[src/bid_pkg.sv]
// ----------------------------------------------------------------------------
// Bytecode instruction decoder package
// Shared types, opcode constants and argument size decode.
// ----------------------------------------------------------------------------
package bid_pkg;

   // Opcodes with a fixed argument layout
   localparam logic [4:0] OPC_LONG_ARG = 5'h01;   // one 4-byte argument
   localparam logic [4:0] OPC_SHORT_A  = 5'd9;    // one 2-byte argument
   localparam logic [4:0] OPC_SHORT_B  = 5'd12;
   localparam logic [4:0] OPC_SHORT_C  = 5'd15;
   localparam logic [4:0] OPC_BYTE_ARG = 5'h10;   // coding byte, one 1-byte argument
   localparam logic [4:0] OPC_MAX      = 5'd16;

   // Opcodes whose wide argument code reads as 2 bytes
   localparam logic [4:0] OPC_HALF_A   = 5'h0a;
   localparam logic [4:0] OPC_HALF_B   = 5'h0b;
   localparam logic [4:0] OPC_HALF_C   = 5'h0e;

   // Argument type codes in the coding byte
   localparam logic [1:0] ARG_NONE = 2'b00;
   localparam logic [1:0] ARG_BYTE = 2'b01;
   localparam logic [1:0] ARG_WIDE = 2'b10;
   localparam logic [1:0] ARG_HALF = 2'b11;

   localparam int NUM_ARGS = 4;

   typedef enum logic [2:0] {
      PH_IDLE   = 3'b001,
      PH_CODING = 3'b010,
      PH_ARGS   = 3'b100
   } phase_type;

   typedef struct packed {
      phase_type                 phase;
      logic [4:0]                opcode;
      logic [7:0]                coding;
      logic [1:0]                slot;
      logic [2:0]                left;
      logic [NUM_ARGS-1:0][31:0] accum;
      logic [4:0]                count;
   } state_type;

   typedef struct packed {
      logic                      valid_opcode;
      logic [4:0]                opcode;
      logic [7:0]                coding_byte;
      logic [NUM_ARGS-1:0][31:0] args;
      logic [4:0]                instr_length;
   } rsp_type;

   typedef struct packed {
      logic       found;
      logic [1:0] slot;
      logic [2:0] size;
   } adv_type;

   // Byte size of one argument slot
   function automatic logic [2:0] field_size(logic [4:0] opc, logic [7:0] coding,
                                             logic [1:0] slot);
      logic [1:0] t;
      logic [2:0] size;
      case (slot)
         2'd0:    t = coding[7:6];
         2'd1:    t = coding[5:4];
         2'd2:    t = coding[3:2];
         default: t = coding[1:0];
      endcase
      if (opc == OPC_BYTE_ARG) begin
         size = (slot == 2'd0) ? 3'd1 : 3'd0;
      end else if (opc == OPC_LONG_ARG) begin
         size = (slot == 2'd0) ? 3'd4 : 3'd0;
      end else if (opc == OPC_SHORT_A || opc == OPC_SHORT_B || opc == OPC_SHORT_C) begin
         size = (slot == 2'd0) ? 3'd2 : 3'd0;
      end else begin
         case (t)
            ARG_BYTE: size = 3'd1;
            ARG_HALF: size = 3'd2;
            ARG_WIDE: size = (opc == OPC_HALF_A || opc == OPC_HALF_B ||
                              opc == OPC_HALF_C) ? 3'd2 : 3'd4;
            default:  size = 3'd0;
         endcase
      end
      return size;
   endfunction

   // First present argument at or after slot 'from'
   function automatic adv_type find_arg(logic [4:0] opc, logic [7:0] coding,
                                        logic [2:0] from);
      adv_type    r;
      logic [2:0] s;
      r = '0;
      for (int i = 0; i < NUM_ARGS; i++) begin
         s = field_size(opc, coding, 2'(i));
         if (!r.found && 3'(i) >= from && s != 3'd0) begin
            r.found = 1'b1;
            r.slot  = 2'(i);
            r.size  = s;
         end
      end
      return r;
   endfunction

endpackage

[src/bid_step.sv]
// ----------------------------------------------------------------------------
// Decoder step
// Next state and decoded result for one accepted code byte.
// ----------------------------------------------------------------------------
module bid_step
   import bid_pkg::*;
(
   input  state_type  cur_state,
   input  logic [7:0] code_byte,
   input  logic       first_byte,
   output state_type  nxt_state,
   output logic       emit,
   output rsp_type    result
);

   adv_type    adv;
   logic [2:0] left_dec;
   logic       bad_opc;

   always_comb begin
      nxt_state = cur_state;
      emit      = 1'b0;
      adv       = '0;
      left_dec  = 3'd0;
      bad_opc   = (code_byte == 8'd0) || (code_byte > 8'(OPC_MAX));

      if (first_byte) begin
         // Start a new instruction, drop any partial one
         nxt_state.accum  = '0;
         nxt_state.coding = 8'd0;
         nxt_state.slot   = 2'd0;
         nxt_state.left   = 3'd0;
         nxt_state.count  = 5'd1;
         if (bad_opc) begin
            nxt_state.opcode = 5'd0;
            nxt_state.phase  = PH_IDLE;
            emit             = 1'b1;
         end else begin
            nxt_state.opcode = code_byte[4:0];
            if (code_byte inside {8'(OPC_LONG_ARG), 8'(OPC_SHORT_A),
                                  8'(OPC_SHORT_B), 8'(OPC_SHORT_C)}) begin
               adv             = find_arg(code_byte[4:0], 8'd0, 3'd0);
               nxt_state.phase = PH_ARGS;
               nxt_state.slot  = adv.slot;
               nxt_state.left  = adv.size;
            end else begin
               nxt_state.phase = PH_CODING;
            end
         end
      end else begin
         case (cur_state.phase)
            PH_CODING: begin
               // Take the coding byte, look for the first argument
               nxt_state.coding = code_byte;
               nxt_state.count  = cur_state.count + 5'd1;
               adv = find_arg(cur_state.opcode, code_byte, 3'd0);
               if (adv.found) begin
                  nxt_state.phase = PH_ARGS;
                  nxt_state.slot  = adv.slot;
                  nxt_state.left  = adv.size;
               end else begin
                  nxt_state.phase = PH_IDLE;
                  nxt_state.slot  = 2'd0;
                  nxt_state.left  = 3'd0;
                  emit            = 1'b1;
               end
            end
            PH_ARGS: begin
               // Shift the byte into the current argument
               nxt_state.accum[cur_state.slot] =
                  {cur_state.accum[cur_state.slot][23:0], code_byte};
               nxt_state.count = cur_state.count + 5'd1;
               left_dec = (cur_state.left != 3'd0) ? cur_state.left - 3'd1 : 3'd0;
               nxt_state.left = left_dec;
               if (left_dec == 3'd0) begin
                  adv = find_arg(cur_state.opcode, cur_state.coding,
                                 {1'b0, cur_state.slot} + 3'd1);
                  if (adv.found) begin
                     nxt_state.slot = adv.slot;
                     nxt_state.left = adv.size;
                  end else begin
                     nxt_state.phase = PH_IDLE;
                     nxt_state.slot  = 2'd0;
                     nxt_state.left  = 3'd0;
                     emit            = 1'b1;
                  end
               end
            end
            default: begin
               // Ignore stray bytes while idle
            end
         endcase
      end
   end

   // Build the result from the updated state
   always_comb begin
      result.valid_opcode = (nxt_state.opcode != 5'd0);
      result.opcode       = nxt_state.opcode;
      result.coding_byte  = nxt_state.coding;
      result.args         = nxt_state.accum;
      result.instr_length = nxt_state.count;
      if (nxt_state.opcode == 5'd0) begin
         result.coding_byte = 8'd0;
         result.args        = '0;
      end
   end

endmodule

[src/bid_out_reg.sv]
// ----------------------------------------------------------------------------
// Result register with skid stage
// Holds decoded results so the byte side keeps flowing while the
// result side stalls.
// ----------------------------------------------------------------------------
module bid_out_reg
   import bid_pkg::*;
(
   input  logic    clock,
   input  logic    reset,
   input  logic    push_valid,
   input  rsp_type push_data,
   output logic    push_space,
   output logic    out_valid,
   output rsp_type out_data,
   input  logic    out_ready
);

   logic    main_valid_ff;
   rsp_type main_data_ff;
   logic    skid_valid_ff;
   rsp_type skid_data_ff;
   logic    pop;

   assign pop        = main_valid_ff & out_ready;
   assign push_space = ~skid_valid_ff;
   assign out_valid  = main_valid_ff;
   assign out_data   = main_data_ff;

   // Advance the main stage, park a result in the skid stage on a stall
   always_ff @(posedge clock) begin
      if (reset) begin
         main_valid_ff <= 1'b0;
         skid_valid_ff <= 1'b0;
      end else if (pop) begin
         if (skid_valid_ff) begin
            main_data_ff  <= skid_data_ff;
            skid_valid_ff <= 1'b0;
         end else begin
            main_valid_ff <= push_valid;
            main_data_ff  <= push_data;
         end
      end else if (push_valid) begin
         if (!main_valid_ff) begin
            main_valid_ff <= 1'b1;
            main_data_ff  <= push_data;
         end else begin
            skid_valid_ff <= 1'b1;
            skid_data_ff  <= push_data;
         end
      end
   end

   // A result in the skid stage always has one ahead of it
   assert property (@(posedge clock) disable iff (reset)
      skid_valid_ff |-> main_valid_ff)
      else $error("skid stage full while main stage empty");

endmodule

[src/bytecode_instruction_decoder_core.sv]
// ----------------------------------------------------------------------------
// Bytecode instruction decoder core
// Decodes a byte stream into instructions with up to four arguments.
//
//   channel | dir | tdata                         | tuser
//   req_    | in  | code byte                     | first byte flag
//   rsp_    | out | opcode, coding, args, length  | valid opcode flag
//
// One code byte is taken per cycle while req_tready is high; the state update is a single pass of
// logic between the decode state register and the result register.
// A result enters the result buffer as the instruction's last byte is taken.
// A two-entry result buffer lets the byte side run on while rsp_ stalls;
// req_tready drops only when both entries are full.
// Synchronous active-high reset returns the decoder to idle and empties
// the result buffer.
// ----------------------------------------------------------------------------
module bytecode_instruction_decoder_core
   import bid_pkg::*;
(
   input  logic         clock,
   input  logic         reset,
   input  logic         req_tvalid,
   output logic         req_tready,
   input  logic [7:0]   req_tdata,   // [7:0] code_byte
   input  logic         req_tuser,   // [0] first_byte
   output logic         rsp_tvalid,
   input  logic         rsp_tready,
   output logic [151:0] rsp_tdata,   // [4:0] opcode, [12:5] coding_byte,
                                     // [44:13] arg_zero, [76:45] arg_one,
                                     // [108:77] arg_two, [140:109] arg_three,
                                     // [145:141] instr_length, rest zero
   output logic         rsp_tuser    // [0] valid_opcode
);

   state_type state_ff;
   state_type state_in;
   logic      accept;
   logic      emit;
   rsp_type   step_rsp;
   rsp_type   out_rsp;

   assign accept = req_tvalid & req_tready;

   bid_step u_step (
      .cur_state  (state_ff),
      .code_byte  (req_tdata),
      .first_byte (req_tuser),
      .nxt_state  (state_in),
      .emit       (emit),
      .result     (step_rsp)
   );

   // Update decode state on each accepted transaction
   always_ff @(posedge clock) begin
      if (reset) begin
         state_ff <= '{phase: PH_IDLE, opcode: 5'd0, coding: 8'd0, slot: 2'd0,
                       left: 3'd0, accum: '0, count: 5'd0};
      end else if (accept) begin
         state_ff <= state_in;
      end
   end

   bid_out_reg u_out (
      .clock      (clock),
      .reset      (reset),
      .push_valid (accept & emit),
      .push_data  (step_rsp),
      .push_space (req_tready),
      .out_valid  (rsp_tvalid),
      .out_data   (out_rsp),
      .out_ready  (rsp_tready)
   );

   // Pack the result transaction
   assign rsp_tuser = out_rsp.valid_opcode;
   assign rsp_tdata = {6'd0, out_rsp.instr_length,
                       out_rsp.args[3], out_rsp.args[2], out_rsp.args[1], out_rsp.args[0],
                       out_rsp.coding_byte, out_rsp.opcode};

   // An invalid opcode is a one-byte instruction with a cleared payload
   assert property (@(posedge clock) disable iff (reset)
      rsp_tvalid && !rsp_tuser |->
         out_rsp.instr_length == 5'd1 && out_rsp.opcode == 5'd0 &&
         out_rsp.args == '0)
      else $error("invalid opcode result malformed");

   // A decoded instruction always holds more than its opcode byte
   assert property (@(posedge clock) disable iff (reset)
      rsp_tvalid && rsp_tuser |-> out_rsp.instr_length >= 5'd2 &&
         out_rsp.opcode != 5'd0 && out_rsp.opcode <= OPC_MAX)
      else $error("valid result with bad opcode or length");

   // A start byte restarts the byte count
   assert property (@(posedge clock) disable iff (reset)
      accept && req_tuser |=> state_ff.count == 5'd1)
      else $error("byte count not restarted");

   // Argument phase always has bytes left to read
   assert property (@(posedge clock) disable iff (reset)
      state_ff.phase == PH_ARGS |-> state_ff.left != 3'd0)
      else $error("argument phase with nothing left");

endmodule

[config.mk]
export PLATFORM = sky130hd
export DESIGN_NAME = bytecode_instruction_decoder_core
export DESIGN_NICKNAME = d
export VERILOG_FILES = /design/src/bid_pkg.sv /design/src/bid_step.sv /design/src/bid_out_reg.sv /design/src/bytecode_instruction_decoder_core.sv
export SDC_FILE = /design/constraint.sdc
export NUM_CORES = 1
export LEC_CHECK = 0
export ABC_AREA = 1
export BUFFER_PORTS_ARGS = -buffer_cell sky130_fd_sc_hd__buf_2
export CORE_ASPECT_RATIO = 0.9
export CORE_UTILIZATION = 50
export DETAILED_ROUTE_END_ITERATION = 7
export PLACE_DENSITY = 0.67
export SYNTH_ARGS = -nofsm -noshare
export SYNTH_HDL_FRONTEND = slang
export SYNTH_SLANG_ARGS = --single-unit
[constraint.sdc]
create_clock -name clock -period 12.6 [get_ports clock]
set_input_delay 1.89 -clock clock [delete_from_list [all_inputs] [get_ports clock]]
set_output_delay 1.89 -clock clock [all_outputs]
set_load 0.01 [all_outputs]
### Yosys cells after proc, flatten, opt, wreduce, memory -nomap -nowiden

Cells that the tools add are included.
W data, S select, Z words.

* register bits after elaboration: 450
* bits of input ports: 13
* output and inout bits: 155
* word-level logic and storage cells: 325

* add/subtract/negate cells: 3
* order comparisons: 7
* eq/ne operators: 53
* muxes and demuxes: 169
* bitwise operators: 6
* reductions and logical operators: 59

Operators with widths (count)
* $mux W147: 4
* $mux W6: 40
* $mux W3: 64
* $mux W146: 1
* $mux W136: 1
* $bwmux W128: 1
* $mux W128: 1
* $pmux W3 S3: 9
* $bmux W32 S2: 1
* $demux W32 S2: 1
* $eq A5 B4 Y1 const B: 12
* $mux W2: 23
* $mux W5: 8
* $eq A2 B2 Y1 const B: 18
* $reduce_bool A3 Y1: 12
* $mux W32: 1
* $eq A8 B4 Y1 const B: 3
* $mux W24: 1
* $eq A2 B1 Y1 const B: 9
* $mux W8: 2
* $logic_and A1 B1 Y1: 14
* $eq A5 B1 Y1 const B: 2
* $eq A5 B5 Y1 const B: 2
* $pmux W5 S2: 1
* other kinds (31): 66

### Logic depth before layout (Yosys ltp)

* depth after elaboration: 49
* mapped depth: 17
* gate-level depth less buffers: 17

### Cells and area by module

From an unflattened synthesis, not the netlist that was laid out.

* cells, all modules: 2728
* area total of the unflattened synthesis: 21981.1 um2

By module, submodules not included
* bid_out_reg: instances 1, cells an instance 800, area each 11085.6 um2, sequential area each 8868.5 um2
* bytecode_instruction_decoder_core: instances 1, cells an instance 983, area each 6316.1 um2, sequential area each 3083.0 um2
* bid_step: instances 1, cells an instance 945, area each 4579.4 um2, sequential area each 0.0 um2

### Worst setup path after synthesis

OpenSTA, ideal clock, no wires.

* kind: input-to-reg
* start point: input req_tuser
* end point: register u_out.main_data_ff, in the netlist u_out.out_data[0], enable pin
* library setup time: 0.702 ns
* arrival: 9.963 ns
* required time: 11.898 ns
* slack: 1.936 ns
* stages: 7
* buffers on the path: 1
* cell sequence: buf_1 o21ai_0 a21oi_1 nand2_1 nor2_1 nand3_1 a21oi_1

* word-level cells in the longest chain between the ends: 4

RTL lines
* start, declared: line bytecode_instruction_decoder_core.sv:25 `input logic req_tuser,`
* $mux W1: line bid_step.sv:27 `if (first_byte) begin`
* $and A1 B1 Y1: line bytecode_instruction_decoder_core.sv:66 `.push_valid (accept & emit),`
* $reduce_bool A2 Y1 (no source line)
* $reduce_and A3 Y1 (no source line)
* end signal, assigned: line bid_out_reg.sv:37 `main_data_ff <= skid_data_ff;`
* end signal, assigned: line bid_out_reg.sv:41 `main_data_ff <= push_data;`
* end signal, assigned: line bid_out_reg.sv:46 `main_data_ff <= push_data;`
* end, declared: line bid_out_reg.sv:20 `rsp_type main_data_ff;`

Every way passes these cells.
A chain may end at the register's enable or synchronous reset.

### Final worst setup path

* start point: input req_tvalid
* end point: register u_out.main_data_ff, in the netlist u_out.out_data[88], enable pin

* word-level cells in the longest chain between the ends: 4

RTL lines
* start, declared: line bytecode_instruction_decoder_core.sv:22 `input logic req_tvalid,`
* $and A1 B1 Y1: line bytecode_instruction_decoder_core.sv:42 `assign accept = req_tvalid & req_tready;`
* $and A1 B1 Y1: line bytecode_instruction_decoder_core.sv:66
* $reduce_bool A2 Y1 (no source line)
* $reduce_and A3 Y1 (no source line)

Every way passes these cells.

==> impl_metrics.tcl <==
set metrics [dict create \
    reg2reg_slack_ns 8.21 \
    portBuffers 161 \
    clk_pin_slew_worst_paths_ns 0.06 \
    dieArea_um2 41900 \
    routed_wirelength_um 54700 \
    initial_core_util 0.507 \
    wl_met3_um 3660 \
    gr-usage-all-layers 0.259 \
    hold_path_depth 2 \
    maxSlewHeadroom 0.151 \
    finalPower_mw 3.14 \
    drt_iter0_drc 1733 \
    wl_per_cell_um 18.2 \
    ys_seq_elements 450 \
    fillers 3578 \
    yosysWarnings 0 \
    finalHoldViolCount 0 \
    syn_to_final_growth_pct 11.6 \
    period_share 0.418 \
    synth_area_um2 20600 \
    netlist_top_cells_count "400 x nand2_1, 309 x inv_1, 294 x edfxtp_1" \
    tightest_slew_ns 1.27 \
    grt_max_degree 118 \
    synthCells 2342 \
    p_per_area_nw_per_um2 137 \
    antenna_found_initial 0 \
    setup_tns_ns 0 \
    drive_gt1_frac 0.134 \
    maxUsedRoutingLayer "met4" \
    cts-root-buf "clkbuf_16" \
    slowest_stage "buf_4" \
    synth-async-reset-ratio 0 \
    core-area_um2 40600 \
    synth_most_common_cell "nand2_1" \
    maxSlewViolCount 0 \
    crit_required_ns 12.80 \
    ys_seq_area_frac 0.582 \
    status "finished clean" \
    ios 168 \
    cts_setup_buffers 0 \
    reg2reg_depth 10 \
    cp-start-kind "input pin" \
    antenna_cells 0 \
    hold_start "state_ff[152]" \
    overflow 0 \
    path_cells "buf_2 > nand2_4 > inv_4 > o21ai_0 > a21oi_1 > nand2_1 > nor2_1 > nand3_1 > a21oi_4 > buf_4" \
    worst-path-max-fanout 94 \
    vdd_drop_max_mv 0.0924 \
    worst-path-buf-inv 3 \
    multi_input_area_um2 6700 \
    yosys.area.top_type "edfxtp_1" \
    cts.sinks 450 \
    yosysTopAreaCellShare 0.430 \
    postRouteAntennaNets 0 \
    gp_congestion 0.879 \
    crit_family "buffers and inverters" \
    fin_skew_ns 0.0161 \
    synth_area_leaders "edfxtp_1 43%, dfxtp_1 15%, nand2_1 7.3%, o21ai_0 6.4%, inv_1 5.6%" \
    drv_cap 0 \
    cts_resized 0 \
    clk_latency_ns 0.58 \
    worst_r2r_endpoint "u_out.out_data[88]" \
    syn_area_per_cell_um2 8.77 \
    setup_viol 0 \
    r2r_start "u_out.skid_valid_ff" \
    holdBufCountCts 0 \
    nets 2442 \
    vias 16400 \
    hold_end "state_ff[152]" \
    timing.fmax_mhz 190 \
    wl_met1_um 23700 \
    drc 0 \
    ys.flop_type "edfxtp_1" \
    cts_tree "yes" \
    numCtsBuffers 47 \
    rsz0062_at_grt "no" \
    rows 70 \
    hold_class "flop to flop" \
    cts_buffer_depth 3 \
    timing.hold.ws_ns 0.468 \
    grt_pass1_wl_um 84900 \
    arrival_ns 5.46 \
    worstSetupPathType "input pin to flop" \
    dpl.hpwl_um 34900 \
    viasPerCell 5.45 \
    grt_pass1_vias 15100 \
    period_minus_slack_ns 5.26 \
    critPathCaptureType "flop" \
    p_leak_nw 9.86 \
    die_w_um 216 \
    firstDrtPassIters 7 \
    synth_enable_flop_cells 294 \
    htree_levels 2 \
    wl_met2_um 25700 \
    final_util 0.565 \
    synthDistinctLibCells 45 \
    die_y_um 194 \
    regArea_um2 12000 \
    cp_slowest_stage_delay_ns 0.88 \
]
through the flow:
stage / area [um^2] / setup slack, ns / std cells
after floorplan: 20600 / 1.94 / 2347
after global placement: 21500 / 6.80 / 2917
after detailed placement: 21500 / 6.73 / 2917
after CTS: 22900 / 7.34 / 3005
after global routing: 22900 / 6.94 / 3005
final: 22900 / 7.34 / 3005
power by group:
group	internal (mW)	total (mW)	leakage, nW	switching (mW)
sequential	1.60	1.62	3.93	0.0175
combinational	0.0635	0.242	5.25	0.178
clock	0.714	1.28	0.682	0.570
flip-flops by register name (all words and copies together), names as in the netlist:
| register | flops |
|---|---|
| u_out.skid_data_ff | 147 |
| state_ff | 154 |
| u_out.out_valid | 1 |
| u_out.skid_valid_ff | 1 |
| u_out.out_data | 147 |
routing by layer:
layer | vias up | GRT usage
li1 | 7931 | -
met1 | 7765 | 0.361
met2 | 585 | 0.412
met3 | 101 | 0.0380
met4 | 0 | 0.0911
met5 | - | 0
cell families (layout without fill, tap and decap cells):
| logic type | after synthesis | in the layout | synth area share |
|---|---|---|---|
| AND/OR/NAND/NOR | 729 | 729 | 0.145 |
| AO/OA/AOI/OAI | 679 | 679 | 0.175 |
| buffers and inverters | 480 | 598 | 0.0960 |
| flip-flops | 450 | 450 | 0.582 |
| adder cells (fa/ha/maj) | 3 | 3 | 0.00183 |
| other | 1 | 6 | 0.000182 |
placed cells by master (no fill, tap or decap), drive strengths merged, types with 2 or more instances in the layout:
cell        n
nand3b      3
a211oi     21
a21oi     216
ha          3
edfxtp    294
clkbuf     67
clkinvlp    2
a221oi     13
clkinv     19
o211ai      2
buf       183
inv       327
dfxtp     156
o21ai     409
nor2      234
nor3       19
o22ai      11
nand4       8
nand2     429
nand3      34
a31oi       2
conb        6
worst max path at each step:
stage                          to  cells after the start  startpoint
5_1_grt        u_out.out_data[90]                     10  req_tvalid
3_3_place_gp   u_out.out_data[34]                     10  req_tvalid
4_1_cts        u_out.out_data[42]                     10  req_tvalid
6_report       u_out.out_data[88]                     10  req_tvalid
2_1_floorplan   u_out.out_data[0]                      7   req_tuser
3_5_place_dp   u_out.out_data[34]                     10  req_tvalid
worst reg2reg max path: cells and delay by family, from the launching register on:
family	cells	cell delay [ns]
buffers and inverters	3	1.68
AOI/OAI and AO/OA	3	1.32
and+or+nand+nor	4	0.61
DFF	1	0.32
cell type report:
class	instances	area share
multi-input combinational	1417	0.292
timing repair buffer	183	0.0424
tap	540	0.0295
clock inverter	21	0.00480
sequential	450	0.521
inverter	327	0.0537
clock buffer	67	0.0563
No activity file was read; power rests on OpenSTA's default activity.
